===== config.mk =====
export PLATFORM = sky130hd
export DESIGN_NAME = precedence_expression_evaluator
export DESIGN_NICKNAME = d
export VERILOG_FILES = /design/src/rtl/core/pee_pkg.sv /design/src/rtl/core/pee_front.sv /design/src/rtl/core/pee_fifo.sv /design/src/rtl/core/pee_back.sv /design/src/rtl/core/precedence_expression_evaluator.sv
export SDC_FILE = /design/constraint.sdc
export NUM_CORES = 1
export LEC_CHECK = 0
export BUFFER_PORTS_ARGS = -buffer_cell sky130_fd_sc_hd__clkbuf_2
export CAP_MARGIN = 40
export CORE_MARGIN = 2
export CORE_UTILIZATION = 63
export DETAILED_ROUTE_END_ITERATION = 7
export PLACE_DENSITY = 0.9
export SLEW_MARGIN = 15
export SYNTH_ARGS = -nofsm -noshare
export SYNTH_HDL_FRONTEND = slang
export SYNTH_HIERARCHICAL = 1
export SYNTH_SLANG_ARGS = --single-unit
export TNS_END_PERCENT = 50

===== constraint.sdc =====
create_clock -name clk_i -period 6.2 [get_ports clk_i]
set_input_delay 0.93 -clock clk_i [delete_from_list [all_inputs] [get_ports clk_i]]
set_output_delay 0.93 -clock clk_i [all_outputs]
set_load 0.05 [all_outputs]

===== src/rtl/core/pee_pkg.sv =====
`default_nettype none

package pee_pkg;

  localparam int unsigned WORD_WIDTH_DEF = 32;
  localparam int unsigned FIFO_DEPTH_DEF = 4;

  localparam int unsigned OPERAND_W = 32;
  localparam int unsigned MODE_W    = 3;

  // mode codes on the input channel
  localparam logic [MODE_W-1:0] MODE_ADD = 3'd0;
  localparam logic [MODE_W-1:0] MODE_SUB = 3'd1;
  localparam logic [MODE_W-1:0] MODE_MUL = 3'd2;
  localparam logic [MODE_W-1:0] MODE_DIV = 3'd3;
  localparam logic [MODE_W-1:0] MODE_EQ  = 3'd4;

  // pending product-level operation
  localparam logic [1:0] PMUL_NONE = 2'd0;
  localparam logic [1:0] PMUL_MUL  = 2'd1;
  localparam logic [1:0] PMUL_DIV  = 2'd2;

  typedef enum logic [2:0] {
    OP_ADD,
    OP_SUB,
    OP_MUL,
    OP_DIV,
    OP_EQ
  } op_e;

  typedef struct packed {
    logic signed [OPERAND_W-1:0] operand;
    logic [MODE_W-1:0]           mode;
  } in_item_t;

  typedef struct packed {
    logic signed [OPERAND_W-1:0] result;
    logic                        div_by_zero;
  } out_item_t;

  typedef struct packed {
    logic signed [OPERAND_W-1:0] operand;
    op_e                         op;
  } token_t;

  typedef struct packed {
    logic empty;
    logic full;
  } fifo_stat_t;

endpackage

`default_nettype wire


===== src/rtl/core/pee_front.sv =====
`default_nettype none

module pee_front (
  input  logic               in_valid_i,
  output logic               in_stall_o,
  input  pee_pkg::in_item_t  in_item_i,
  input  pee_pkg::fifo_stat_t fifo_stat_i,
  output logic               push_o,
  output pee_pkg::token_t    push_tok_o
);
  import pee_pkg::*;

  logic known;
  op_e  op;

  always_comb begin
    known = 1'b1;
    op    = OP_ADD;
    unique case (in_item_i.mode)
      MODE_ADD: op = OP_ADD;
      MODE_SUB: op = OP_SUB;
      MODE_MUL: op = OP_MUL;
      MODE_DIV: op = OP_DIV;
      MODE_EQ:  op = OP_EQ;
      default:  known = 1'b0;
    endcase
  end

  assign in_stall_o = fifo_stat_i.full;

  // items with an unknown mode are taken and dropped here
  assign push_o             = in_valid_i && !fifo_stat_i.full && known;
  assign push_tok_o.operand = in_item_i.operand;
  assign push_tok_o.op      = op;

endmodule

`default_nettype wire


===== src/rtl/core/pee_fifo.sv =====
`default_nettype none

module pee_fifo #(
  parameter int unsigned Depth = pee_pkg::FIFO_DEPTH_DEF
) (
  input  logic                clk_i,
  input  logic                rst_ni,
  input  logic                push_i,
  input  pee_pkg::token_t     push_tok_i,
  input  logic                pop_i,
  output pee_pkg::token_t     pop_tok_o,
  output pee_pkg::fifo_stat_t stat_o
);
  import pee_pkg::*;

  localparam int unsigned PtrW = (Depth > 1) ? $clog2(Depth) : 1;
  localparam int unsigned CntW = $clog2(Depth + 1);

  token_t          mem_q [Depth];
  logic [PtrW-1:0] wr_ptr_q, wr_ptr_d;
  logic [PtrW-1:0] rd_ptr_q, rd_ptr_d;
  logic [CntW-1:0] cnt_q, cnt_d;
  logic            do_push, do_pop;

  assign stat_o.empty = (cnt_q == '0);
  assign stat_o.full  = (cnt_q == CntW'(Depth));
  assign do_push      = push_i && !stat_o.full;
  assign do_pop       = pop_i && !stat_o.empty;
  assign pop_tok_o    = mem_q[rd_ptr_q];

  always_comb begin
    wr_ptr_d = wr_ptr_q;
    rd_ptr_d = rd_ptr_q;
    cnt_d    = cnt_q;
    if (do_push) begin
      wr_ptr_d = (wr_ptr_q == PtrW'(Depth - 1)) ? '0 : wr_ptr_q + 1'b1;
    end
    if (do_pop) begin
      rd_ptr_d = (rd_ptr_q == PtrW'(Depth - 1)) ? '0 : rd_ptr_q + 1'b1;
    end
    if (do_push && !do_pop) begin
      cnt_d = cnt_q + 1'b1;
    end else if (do_pop && !do_push) begin
      cnt_d = cnt_q - 1'b1;
    end
  end

  always_ff @(posedge clk_i or negedge rst_ni) begin
    if (!rst_ni) begin
      wr_ptr_q <= '0;
      rd_ptr_q <= '0;
      cnt_q    <= '0;
    end else begin
      wr_ptr_q <= wr_ptr_d;
      rd_ptr_q <= rd_ptr_d;
      cnt_q    <= cnt_d;
    end
  end

  always_ff @(posedge clk_i) begin
    if (do_push) begin
      mem_q[wr_ptr_q] <= push_tok_i;
    end
  end

endmodule

`default_nettype wire


===== src/rtl/core/pee_back.sv =====
`default_nettype none

module pee_back #(
  parameter int unsigned WordWidth = pee_pkg::WORD_WIDTH_DEF
) (
  input  logic               clk_i,
  input  logic               rst_ni,
  input  logic               tok_valid_i,
  input  pee_pkg::token_t    tok_i,
  output logic               pop_o,
  output logic               out_valid_o,
  input  logic               out_stall_i,
  output pee_pkg::out_item_t out_item_o
);
  import pee_pkg::*;

  localparam int unsigned W    = WordWidth;
  localparam int unsigned CntW = $clog2(W);

  localparam logic [2:0] ST_IDLE = 3'd0;
  localparam logic [2:0] ST_MUL  = 3'd1;
  localparam logic [2:0] ST_DIV  = 3'd2;
  localparam logic [2:0] ST_SGN  = 3'd3;
  localparam logic [2:0] ST_FIN  = 3'd4;

  logic [2:0]      state_q, state_d;
  logic [W-1:0]    sum_q, sum_d;
  logic            sub_q, sub_d;
  logic [W-1:0]    term_q, term_d;
  logic [1:0]      pmul_q, pmul_d;
  logic            dz_q, dz_d;
  op_e             cur_op_q, cur_op_d;
  logic [W-1:0]    tres_q, tres_d;
  logic [W-1:0]    a_q, a_d;
  logic [W-1:0]    b_q, b_d;
  logic [W-1:0]    rem_q, rem_d;
  logic [W-1:0]    md_q, md_d;
  logic            neg_q, neg_d;
  logic [CntW-1:0] cnt_q, cnt_d;
  logic            out_valid_q, out_valid_d;
  out_item_t       out_item_q, out_item_d;

  logic [W+31:0]   op_ext;
  logic [W-1:0]    v;
  logic [W-1:0]    v_mag, t_mag;
  logic [W:0]      rem_sh, rem_sub;
  logic            ge;
  logic [W-1:0]    sum_n;
  logic [W+31:0]   res_ext;
  logic            out_free;
  logic            last_step;

  assign op_ext    = {{W{tok_i.operand[OPERAND_W-1]}}, tok_i.operand};
  assign v         = op_ext[W-1:0];
  assign v_mag     = v[W-1] ? (W'(0) - v) : v;
  assign t_mag     = term_q[W-1] ? (W'(0) - term_q) : term_q;

  // restoring divide step: one quotient bit per cycle
  assign rem_sh    = {rem_q, b_q[W-1]};
  assign rem_sub   = rem_sh - {1'b0, md_q};
  assign ge        = !rem_sub[W];

  assign sum_n     = sub_q ? (sum_q - tres_q) : (sum_q + tres_q);
  assign res_ext   = {{32{sum_n[W-1]}}, sum_n};
  assign out_free  = !out_valid_q || !out_stall_i;
  assign last_step = (cnt_q == CntW'(W - 1));

  assign pop_o       = (state_q == ST_IDLE) && tok_valid_i;
  assign out_valid_o = out_valid_q;
  assign out_item_o  = out_item_q;

  always_comb begin
    state_d     = state_q;
    sum_d       = sum_q;
    sub_d       = sub_q;
    term_d      = term_q;
    pmul_d      = pmul_q;
    dz_d        = dz_q;
    cur_op_d    = cur_op_q;
    tres_d      = tres_q;
    a_d         = a_q;
    b_d         = b_q;
    rem_d       = rem_q;
    md_d        = md_q;
    neg_d       = neg_q;
    cnt_d       = cnt_q;
    out_valid_d = out_valid_q && out_stall_i;
    out_item_d  = out_item_q;

    unique case (state_q)
      ST_IDLE: begin
        if (tok_valid_i) begin
          cur_op_d = tok_i.op;
          cnt_d    = '0;
          case (pmul_q)
            PMUL_MUL: begin
              a_d     = term_q;
              b_d     = v;
              tres_d  = '0;
              state_d = ST_MUL;
            end
            PMUL_DIV: begin
              if (v == '0) begin
                dz_d    = 1'b1;
                tres_d  = '0;
                state_d = ST_FIN;
              end else begin
                neg_d   = term_q[W-1] ^ v[W-1];
                b_d     = t_mag;
                md_d    = v_mag;
                rem_d   = '0;
                state_d = ST_DIV;
              end
            end
            default: begin
              tres_d  = v;
              state_d = ST_FIN;
            end
          endcase
        end
      end
      ST_MUL: begin
        if (b_q[0]) begin
          tres_d = tres_q + a_q;
        end
        a_d   = {a_q[W-2:0], 1'b0};
        b_d   = {1'b0, b_q[W-1:1]};
        cnt_d = cnt_q + 1'b1;
        if (last_step) begin
          state_d = ST_FIN;
        end
      end
      ST_DIV: begin
        rem_d = ge ? rem_sub[W-1:0] : rem_sh[W-1:0];
        b_d   = {b_q[W-2:0], ge};
        cnt_d = cnt_q + 1'b1;
        if (last_step) begin
          state_d = ST_SGN;
        end
      end
      ST_SGN: begin
        tres_d  = neg_q ? (W'(0) - b_q) : b_q;
        state_d = ST_FIN;
      end
      ST_FIN: begin
        if (cur_op_q != OP_EQ || out_free) begin
          state_d = ST_IDLE;
          case (cur_op_q) inside
            OP_MUL: begin
              term_d = tres_q;
              pmul_d = PMUL_MUL;
            end
            OP_DIV: begin
              term_d = tres_q;
              pmul_d = PMUL_DIV;
            end
            OP_ADD, OP_SUB: begin
              sum_d  = sum_n;
              sub_d  = (cur_op_q == OP_SUB);
              term_d = '0;
              pmul_d = PMUL_NONE;
            end
            default: begin
              out_valid_d            = 1'b1;
              out_item_d.result      = res_ext[OPERAND_W-1:0];
              out_item_d.div_by_zero = dz_q;
              sum_d                  = '0;
              sub_d                  = 1'b0;
              term_d                 = '0;
              pmul_d                 = PMUL_NONE;
              dz_d                   = 1'b0;
            end
          endcase
        end
      end
      default: state_d = ST_IDLE;
    endcase
  end

  always_ff @(posedge clk_i or negedge rst_ni) begin
    if (!rst_ni) begin
      state_q     <= ST_IDLE;
      sum_q       <= '0;
      sub_q       <= 1'b0;
      term_q      <= '0;
      pmul_q      <= PMUL_NONE;
      dz_q        <= 1'b0;
      cnt_q       <= '0;
      out_valid_q <= 1'b0;
    end else begin
      state_q     <= state_d;
      sum_q       <= sum_d;
      sub_q       <= sub_d;
      term_q      <= term_d;
      pmul_q      <= pmul_d;
      dz_q        <= dz_d;
      cnt_q       <= cnt_d;
      out_valid_q <= out_valid_d;
    end
  end

  always_ff @(posedge clk_i) begin
    cur_op_q   <= cur_op_d;
    tres_q     <= tres_d;
    a_q        <= a_d;
    b_q        <= b_d;
    rem_q      <= rem_d;
    md_q       <= md_d;
    neg_q      <= neg_d;
    out_item_q <= out_item_d;
  end

endmodule

`default_nettype wire


===== src/rtl/core/precedence_expression_evaluator.sv =====
`default_nettype none

// Streaming evaluator for integer expressions given as (operand, mode) items,
// with multiply/divide binding tighter than add/subtract, left to right at
// each level. Arithmetic wraps at WordWidth bits; division truncates toward
// zero, and a zero divisor yields 0 and sets div_by_zero on the result. One
// result item leaves on each equals item; unknown modes are taken and dropped.
// Items enter a FifoDepth-entry queue, so the input keeps flowing while the
// evaluator works or the output is stalled, until the queue fills. The evaluator
// takes one item at a time from idle to a finish state; a pending multiply
// passes through a multiply state, and a pending divide through a divide state
// and a sign state unless the divisor is zero. The shared shift-add
// multiplier and restoring divider each retire one bit per cycle.
module precedence_expression_evaluator #(
  parameter int unsigned WordWidth = pee_pkg::WORD_WIDTH_DEF,
  parameter int unsigned FifoDepth = pee_pkg::FIFO_DEPTH_DEF
) (
  input  logic               clk_i,
  input  logic               rst_ni,
  input  logic               in_valid_i,
  output logic               in_stall_o,
  input  pee_pkg::in_item_t  in_item_i,
  output logic               out_valid_o,
  input  logic               out_stall_i,
  output pee_pkg::out_item_t out_item_o
);
  import pee_pkg::*;

  logic       push, pop;
  token_t     push_tok, pop_tok;
  fifo_stat_t fifo_stat;

  pee_front u_front (
    .in_valid_i  (in_valid_i),
    .in_stall_o  (in_stall_o),
    .in_item_i   (in_item_i),
    .fifo_stat_i (fifo_stat),
    .push_o      (push),
    .push_tok_o  (push_tok)
  );

  pee_fifo #(
    .Depth (FifoDepth)
  ) u_fifo (
    .clk_i      (clk_i),
    .rst_ni     (rst_ni),
    .push_i     (push),
    .push_tok_i (push_tok),
    .pop_i      (pop),
    .pop_tok_o  (pop_tok),
    .stat_o     (fifo_stat)
  );

  pee_back #(
    .WordWidth (WordWidth)
  ) u_back (
    .clk_i       (clk_i),
    .rst_ni      (rst_ni),
    .tok_valid_i (!fifo_stat.empty),
    .tok_i       (pop_tok),
    .pop_o       (pop),
    .out_valid_o (out_valid_o),
    .out_stall_i (out_stall_i),
    .out_item_o  (out_item_o)
  );

  // the evaluator never pops an empty queue
  assert property (@(posedge clk_i) disable iff (!rst_ni) pop |-> !fifo_stat.empty)
    else $error("pop from empty queue");

  // a stalled result item stays valid and unchanged
  assert property (@(posedge clk_i) disable iff (!rst_ni)
    (out_valid_o && out_stall_i) |=> (out_valid_o && $stable(out_item_o)))
    else $error("stalled result changed or dropped");

  // nothing is pushed while the queue is full
  assert property (@(posedge clk_i) disable iff (!rst_ni) push |-> !fifo_stat.full)
    else $error("push into full queue");

endmodule

`default_nettype wire


# Word level (Yosys, flattened, before mapping)
# Memory sizes are Yosys's and may differ from the RTL's.
# Cells that the tools add are included.
dict set report totals {
  register_bits 281
  ram_bits 140
  inputBits 39
  out_inout_bits 35
  wordCells 174
  n_memories 1
}
dict set report classes {
  add_sub_neg 12
  n_eq_ne 33
  mux 57
  n_bitwise 6
  n_reduce_logical 44
}
# name depth width read_ports rd_ports_with_merged_regs write_ports line_no
set memory_table {}
lappend memory_table {u_fifo.mem_q 4 35 1 0 1 pee_fifo.sv:19} ;# token_t mem_q [Depth];
# operator count
set ops {}
lappend ops {{32-bit 2-to-1 mux} 17}
lappend ops {{32-bit case mux with 2 select lines} 4}
lappend ops {{32-bit case mux with 3 select lines} 2}
lappend ops {{1-bit by 32-bit subtractor with 32-bit output (first input constant)} 3}
lappend ops {{32-bit adder} 2}
lappend ops {{33-bit by 32-bit subtractor with 33-bit output} 1}
lappend ops {{32-bit zero test} 1}
lappend ops {{32-bit subtractor} 1}
lappend ops {{31-bit 2-to-1 mux} 1}
lappend ops {{4-bit AND reduction} 6}
lappend ops {{3-bit 2-to-1 mux} 7}
lappend ops {{3-bit by 2-bit equality test with 1-bit output (second input constant)} 6}
lappend ops {{1-bit 2-to-1 mux} 16}
lappend ops {{2-bit inequality test (second input constant)} 8}
lappend ops {{3-bit case mux with 5 select lines} 1}
lappend ops {{3-bit zero test} 4}
lappend ops {{3-bit inequality test (second input constant)} 4}
lappend ops {{3-bit case mux with 4 select lines} 1}
lappend ops {{5-bit case mux with 2 select lines} 1}
lappend ops {{2-bit nonzero test} 5}
lappend ops {{3-bit by 1-bit equality test with 1-bit output (second input constant)} 3}
lappend ops {{3-bit equality test (second input constant)} 3}
lappend ops {{1-bit logical AND} 8}
lappend ops {{2-bit 2-to-1 mux} 4}
lappend ops {{other kinds (22)} 43}

# Longest topological paths before layout
# Gate-level depths: netlist of the first run.
dict set report depth {
  ltp_word 9
  depth_mapped 21
  mapped_depth_nobuf 20
}

# By module
# Netlist of the first run, hierarchy kept.
# module n_inst cells_per_inst area_each_um2 seq_area_each_um2
set by_module_without_submodules {}
lappend by_module_without_submodules {pee_back 1 2022 18818.0 7842.5}
lappend by_module_without_submodules {pee_fifo 1 220 5492.8 4379.2}
lappend by_module_without_submodules {pee_front 1 38 282.8 0.0}
lappend by_module_without_submodules {precedence_expression_evaluator 1 1 3.8 0.0}

# Least setup slack after synthesis of the first run
# Ideal clock, no wire load.
dict set report synth_timing {
  path_kind {reg-to-reg}
  start {register u_fifo.rd_ptr_q[0]}
  end {register u_back.tres_q[0], enable pin}
  setup_ns 0.432
  t_arrival_ns 4.957
  t_required_ns 5.768
  path_slack_ns 0.811
  path_stages_with_launch 12
  n_path_buf 2
  period_less_slack_ns 5.389
  path_cell_list {dfrtp_1 buf_6 buf_4 mux4_2 or4_1 nor3_1 nand4b_1 or3_1 or3_1 nor4_2 nor2_1 a21oi_1}
}
# item line_no
set synth_lines {}
lappend synth_lines {{start, declared} pee_fifo.sv:21} ;# logic [PtrW-1:0] rd_ptr_q, rd_ptr_d;
lappend synth_lines {{start signal, assigned} pee_fifo.sv:55} ;# rd_ptr_q <= rd_ptr_d;
lappend synth_lines {{end signal, assigned} pee_back.sv:204} ;# tres_q <= tres_d;
lappend synth_lines {{end, declared} pee_back.sv:33} ;# logic [W-1:0] tres_q, tres_d;

==> impl_metrics.yaml, run 1 <==
outcome:
  status: "finished, final reports clean"
critical_path:
  cp-end-kind: "register"
  path_class: "register to register"
  reg2reg_from: "u_fifo/rd_ptr_q[0]$_DFFE_PN0P_"
  r2r_slack_ns: 0.74
  cp.arrival_ns: 5.66
  critPathLaunch: "u_fifo/rd_ptr_q[0]$_DFFE_PN0P_"
  ff2ff_path_depth: 10
  start_kind: "register"
  timing.rr.end: "u_back/tres_q[28]$_DFFE_PP_"
  path_max_fanout: 32
  required_ns: 6.41
timing:
  finalSetupTns_ns: 0
  slew-limit-headroom_pct: 43.6
  drv_slew: 0
  finalSetupViolations: 0
  clock-skew-final_ns: 0.0229
  final.min_clock_period_ns: 5.46
  fmax_mhz: 183
  worstMarginPinSlew_ns: 0.839
  finalCritPeriodShare_pct: 88.0
  rsz0062_at_grt: "false"
  hold_viol_final: 0
drt:
  wl_per_cell_um: 23.0
  drc: 0
  drtPass1Iterations: 6
  viasPerCell: 6.73
  wirelength_um: 65500
  drtIter0Drc: 2622
  postRouteAntennaNets: 0
  vias: 19200
clock_tree:
  postCtsSetupBuffers: 0
  clock_tree.root_cell: "clkbuf_16"
  clkSinkCount: 421
  cts_buffers: 44
  ctsHtreeMaxLevel: 2
  clk_latency_ns: 0.58
  ctsHoldBuffers: 0
  cts_tree: "yes"
  cts_resized: 0
  clock_path_buffers: 3
  cts.clk_slew.worst_paths_ns: 0.06
synthesis:
  async_flop_share_pct: 20.0
  synth_cells: 2281
  yosys-top-cells-area: "edfxtp_1 (41%), dfrtp_1 (8.5%), ha_1 (5.5%), xnor2_1 (4.5%), nand2_1 (4.1%)"
  avgSynthCellArea_um2: 10.8
  synth.distinct_cells: 80
  yosysTopAreaCell: "edfxtp_1"
  synth_nets: 2433
  synth_warnings: 6
  yosys_most_used_dff: "edfxtp_1"
  yosys.area.top_type_share_pct: 41.1
  ys_ff_latch: 421
  synth_edf_count: 337
  yosysSeqAreaShare_pct: 49.7
  syn_area_um2: 24600
layout:
  seq_area_um2: 12200
  multiInputGateArea_um2: 11400
  fin_nets: 2444
  n_antenna_cell: 0
  drive_above_1_share_pct: 10.9
  areaGrowthSynthToFinish_pct: 8.82
  fill_cells: 2674
global_route:
  grt_pass1_vias: 18700
  antenna_found_initial: 1
  grt_overflow: 0
  grt.total_usage_pct: 32.1
  grt_pass1_wl_um: 103000
  grt_max_degree: 71
die:
  die_y_um: 202
  initial_core_util_pct: 63.8
  std_cell_rows: 72
  ios: 74
  die_area_um2: 40600
  dieWidth_um: 202
  core-area_um2: 38600
placement:
  place.gp.congestion: 0.993
  io_buffer_count: 73
  place_hpwl_um: 44100
flow_run:
  maxCapViolCount: 0
worst_hold_path:
  hold_class: "input pin to asynchronous set/reset pin"
-- layout make-up --
type / count / area share, %
Clock buffer: 52 / 4.30
Inverter: 85 / 1.19
Sequential cell: 421 / 45.7
Clock inverter: 30 / 1.22
Timing Repair Buffer: 104 / 2.45
Multi-Input combinational cell: 1636 / 42.8
Tap cell: 518 / 2.42
-- sequential cells by signal, indices dropped and copies added, names as in the netlist, 3 cells and up --
register           count
u_back/b_q            32
u_back/term_q         32
u_back/sum_q          32
u_back/rem_q          32
u_fifo/mem_q         140
u_back/out_item_o     33
u_back/md_q           32
u_fifo/cnt_q           3
u_back/cnt_q           5
u_back/cur_op_q        3
u_back/tres_q         32
u_back/a_q            32
u_back/state_q         3
-- cells in the mapped netlist, drive strengths merged (6+ instances only) --
cell and instances:
a221o 13, a22oi 31, a22o 36, nand2 271, o31ai 38, clkbuf 90
nand2b 28, buf 49, a31oi 28, nand4 13, or4 16, dfrtp 84
a211oi 18, o21ai 181, mux2i 44, or2 6, o22ai 8, o211ai 9
xnor2 126, nor4 11, or3 26, o41ai 13, mux4 35, a21o 50
nand3 41, o221ai 10, and3 15, inv 85, mux2 6, ha 109
nor2b 17, and2 12, a21oi 107, edfxtp 337, o21a 15, nor3 25
nor2 145, xor2 72, o21bai 11
-- routing by layer --
layer  vias to the layer above  routed length [um]  global-route usage (%)
met2                      1259               30900                    52.3
met5                         -                   9                       0
met4                         2                4080                    17.1
met3                       305                5960                    5.78
li1                       8443                   -                       -
met1                      9152               24600                    41.2
-- critical path: stages (launching register included) --
cell and delay (ns):
dfrtp_2 0.84, mux4_2 0.68, or4_1 0.63, nor3_1 0.30, nand4b_1 0.26, or3_1 0.45
or3_1 0.46, nor4_2 0.62, nor2_1 0.21, a21oi_4 0.15, buf_4 0.45
-- through the flow --
step / hold WS (ns) / setup WS, ns / utilization [%] / area [um^2] / cells
finish: 0.337 / 0.741 / 69.4 / 26800 / 2846
global route: 0.384 / 0.604 / 69.4 / 26800 / 2846
CTS: 0.361 / 0.927 / 69.4 / 26800 / 2845
detailed placement: 0.484 / 0.974 / 65.6 / 25300 / 2763
global placement: 0.485 / 1.16 / 65.3 / 25200 / 2758
floorplan: 0.426 / 0.811 / - / 24600 / 2281
-- placed cells by master, fill, tap and decap left out, types with 28 or more instances in the layout --
cell / Yosys / layout
a21o_1: 50 / 49
a21oi_1: 107 / 104
a22o_1: 36 / 36
a22oi_1: 30 / 30
a31oi_1: 28 / 28
clkbuf_16: 0 / 44
clkbuf_2: 0 / 72
dfrtp_1: 84 / 83
edfxtp_1: 337 / 337
ha_1: 109 / 108
inv_1: 85 / 85
mux2i_1: 44 / 44
mux4_2: 35 / 35
nand2_1: 271 / 271
nand2b_1: 28 / 28
nand3_1: 41 / 41
nor2_1: 145 / 142
o21ai_0: 166 / 166
o31ai_1: 34 / 34
xnor2_1: 126 / 125
xor2_1: 72 / 72
-- cells by family (layout without fill, tap and decap cells) --
family / count (synthesis) / in the layout / share of synthesized area [%]
AO/OA/AOI/OAI: 602 / 602 / 16.1
XOR/XNOR: 198 / 198 / 7.05
adder cells (fa/ha/maj): 113 / 113 / 5.87
buffers and inverters: 224 / 271 / 4.03
flip-flops: 421 / 421 / 49.7
multiplexers: 85 / 85 / 5.30
AND/OR/NAND/NOR: 638 / 638 / 12.0
-- worst max-delay path by stage --
| stage | to | slack [ns] | depth (start not counted) |
|---|---|---|---|
| 3_5_place_dp | u_back/tres_q[31]$_DFFE_PP_ | 0.97 | 10 |
| 6_report | u_back/tres_q[28]$_DFFE_PP_ | 0.74 | 10 |
| 4_1_cts | u_back/tres_q[7]$_DFFE_PP_ | 0.93 | 10 |
| 5_1_grt | u_back/tres_q[28]$_DFFE_PP_ | 0.60 | 10 |
| 2_1_floorplan | u_back/tres_q[0]$_DFFE_PP_ | 0.81 | 11 |
| 3_3_place_gp | u_back/tres_q[28]$_DFFE_PP_ | 1.16 | 10 |
Power of run 1 is not shown: default switching activity piles up to over one toggle a cycle in this logic, so the estimate is an artifact.
==> run 2: changes to the inputs <==
Settings changed: BUFFER_PORTS_ARGS -buffer_cell sky130_fd_sc_hd__clkbuf_2 to not set, CORE_UTILIZATION 63 to 64, DONT_BUFFER_PORTS set to 1, PLACE_DENSITY 0.9 to 0.89.
==> impl_metrics.yaml, run 2 (same netlist as run 1, synthesis figures left out) <==
timing:
  final.min_clock_period_ns: 5.11
  rsz0062_at_grt: "false"
  slew-limit-headroom_pct: 43.1
  finalSetupViolations: 0
  finalSetupTns_ns: 0
  drv_slew: 0
  fmax_mhz: 196
  clock-skew-final_ns: 0.0362
  worstMarginPinSlew_ns: 0.847
  hold_viol_final: 0
  finalCritPeriodShare_pct: 82.4
drt:
  viasPerCell: 6.82
  vias: 18900
  wl_per_cell_um: 23.3
  wirelength_um: 64600
  drtPass1Iterations: 6
  postRouteAntennaNets: 0
  drc: 0
  drtIter0Drc: 2329
placement:
  io_buffer_count: 0
  place_hpwl_um: 43400
  place.gp.congestion: 0.983
critical_path:
  cp.arrival_ns: 5.30
  required_ns: 6.39
  r2r_slack_ns: 1.09
  path_max_fanout: 32
  cp-end-kind: "register"
  start_kind: "register"
  path_class: "register to register"
die:
  die_area_um2: 40000
  std_cell_rows: 71
  core-area_um2: 37800
  initial_core_util_pct: 65.1
  ios: 74
  dieWidth_um: 200
  die_y_um: 200
global_route:
  grt_overflow: 0
  grt.total_usage_pct: 32.8
  antenna_found_initial: 0
  grt_max_degree: 85
  grt_pass1_vias: 18200
  grt_pass1_wl_um: 100000
clock_tree:
  clk_latency_ns: 0.59
  cts_resized: 0
  cts_buffers: 43
  ctsHoldBuffers: 0
  clock_tree.root_cell: "clkbuf_16"
  cts.clk_slew.worst_paths_ns: 0.06
  ctsHtreeMaxLevel: 2
  clock_path_buffers: 3
  cts_tree: "yes"
  postCtsSetupBuffers: 0
  clkSinkCount: 421
layout:
  fin_nets: 2371
  drive_above_1_share_pct: 7.54
  areaGrowthSynthToFinish_pct: 7.36
  mostFrequentLayoutCell: "edfxtp_1"
  mostFrequentLayoutCells: "edfxtp_1 (337), nand2_1 (271), o21ai_0 (166), nor2_1 (142), xnor2_1 (125)"
  largest_reg_flops: 140
  regMostFlops: "u_fifo/mem_q"
outcome:
  status: "finished, final reports clean"
worst_hold_path:
  hold_class: "input pin to asynchronous set/reset pin"
flow_run:
  maxCapViolCount: 0
-- run 2: metrics by stage --
| step | hold slack (ns) | area (um^2) | utilization, % | setup slack [ns] | instances |
|---|---|---|---|---|---|
| 6_report | 0.0524 | 26400 | 69.9 | 1.09 | 2766 |
| 5_1_grt | 0.0320 | 26400 | 69.9 | 0.863 | 2765 |
| 4_1_cts | 0.0184 | 26400 | 69.9 | 1.22 | 2764 |
| 3_5_place_dp | 0.488 | 24900 | 66.0 | 1.22 | 2684 |
| 3_3_place_gp | 0.483 | 24800 | 65.7 | 1.40 | 2676 |
| 2_1_floorplan | 0.426 | 24600 | - | 0.811 | 2281 |
-- run 2: area by class of cell --
class | count | area [um^2]
Fill cell | 2495 | 11300
Inverter | 85 | 319
Antenna cell | 1 | 2.50
Tap cell | 511 | 639
Clock buffer | 56 | 1170
Multi-Input combinational cell | 1636 | 11400
Sequential cell | 421 | 12200
Timing Repair Buffer | 32 | 299
Clock inverter | 24 | 314
-- run 2: per-layer routing --
layer | GRT usage (%) | up-vias | share of wire, %
met5 | 0 | - | 0
met4 | 17.8 | 0 | 5.6
met3 | 5.29 | 274 | 9.2
met2 | 52.8 | 1176 | 47
met1 | 42.9 | 9128 | 38
li1 | - | 8295 | -
-- run 2: final timing paths --
| path | start | to | cells past startpoint |
|---|---|---|---|
| min in group clk_i | in_item_i[27] | u_fifo/mem_q[2][27]$_DFFE_PP_ | 0 |
| worst min-delay path | rst_ni | u_fifo/rd_ptr_q[0]$_DFFE_PN0P_ | 0 |
| worst max register to register | u_fifo/rd_ptr_q[0]$_DFFE_PN0P_ | u_back/tres_q[3]$_DFFE_PP_ | 10 |
| worst max-delay path | u_fifo/rd_ptr_q[0]$_DFFE_PN0P_ | u_back/tres_q[3]$_DFFE_PP_ | 10 |
| max in group asynchronous | rst_ni | u_back/term_q[17]$_DFFE_PN0P_ | 0 |
| worst min register to register | u_back/sum_q[0]$_DFFE_PN0P_ | u_back/sum_q[0]$_DFFE_PN0P_ | 1 |
-- run 2: worst max-delay path: stages, from the launching register on --
cell and delay [ns]:
dfrtp_2 0.52, buf_4 0.57, mux4_2 0.67, nor3_1 0.31, nand4b_1 0.25, or3_1 0.45
or3_1 0.45, nor4_2 0.66, nor2_1 0.19, a21oi_4 0.15, buf_4 0.44
Power of run 2 is left out for the same reason.
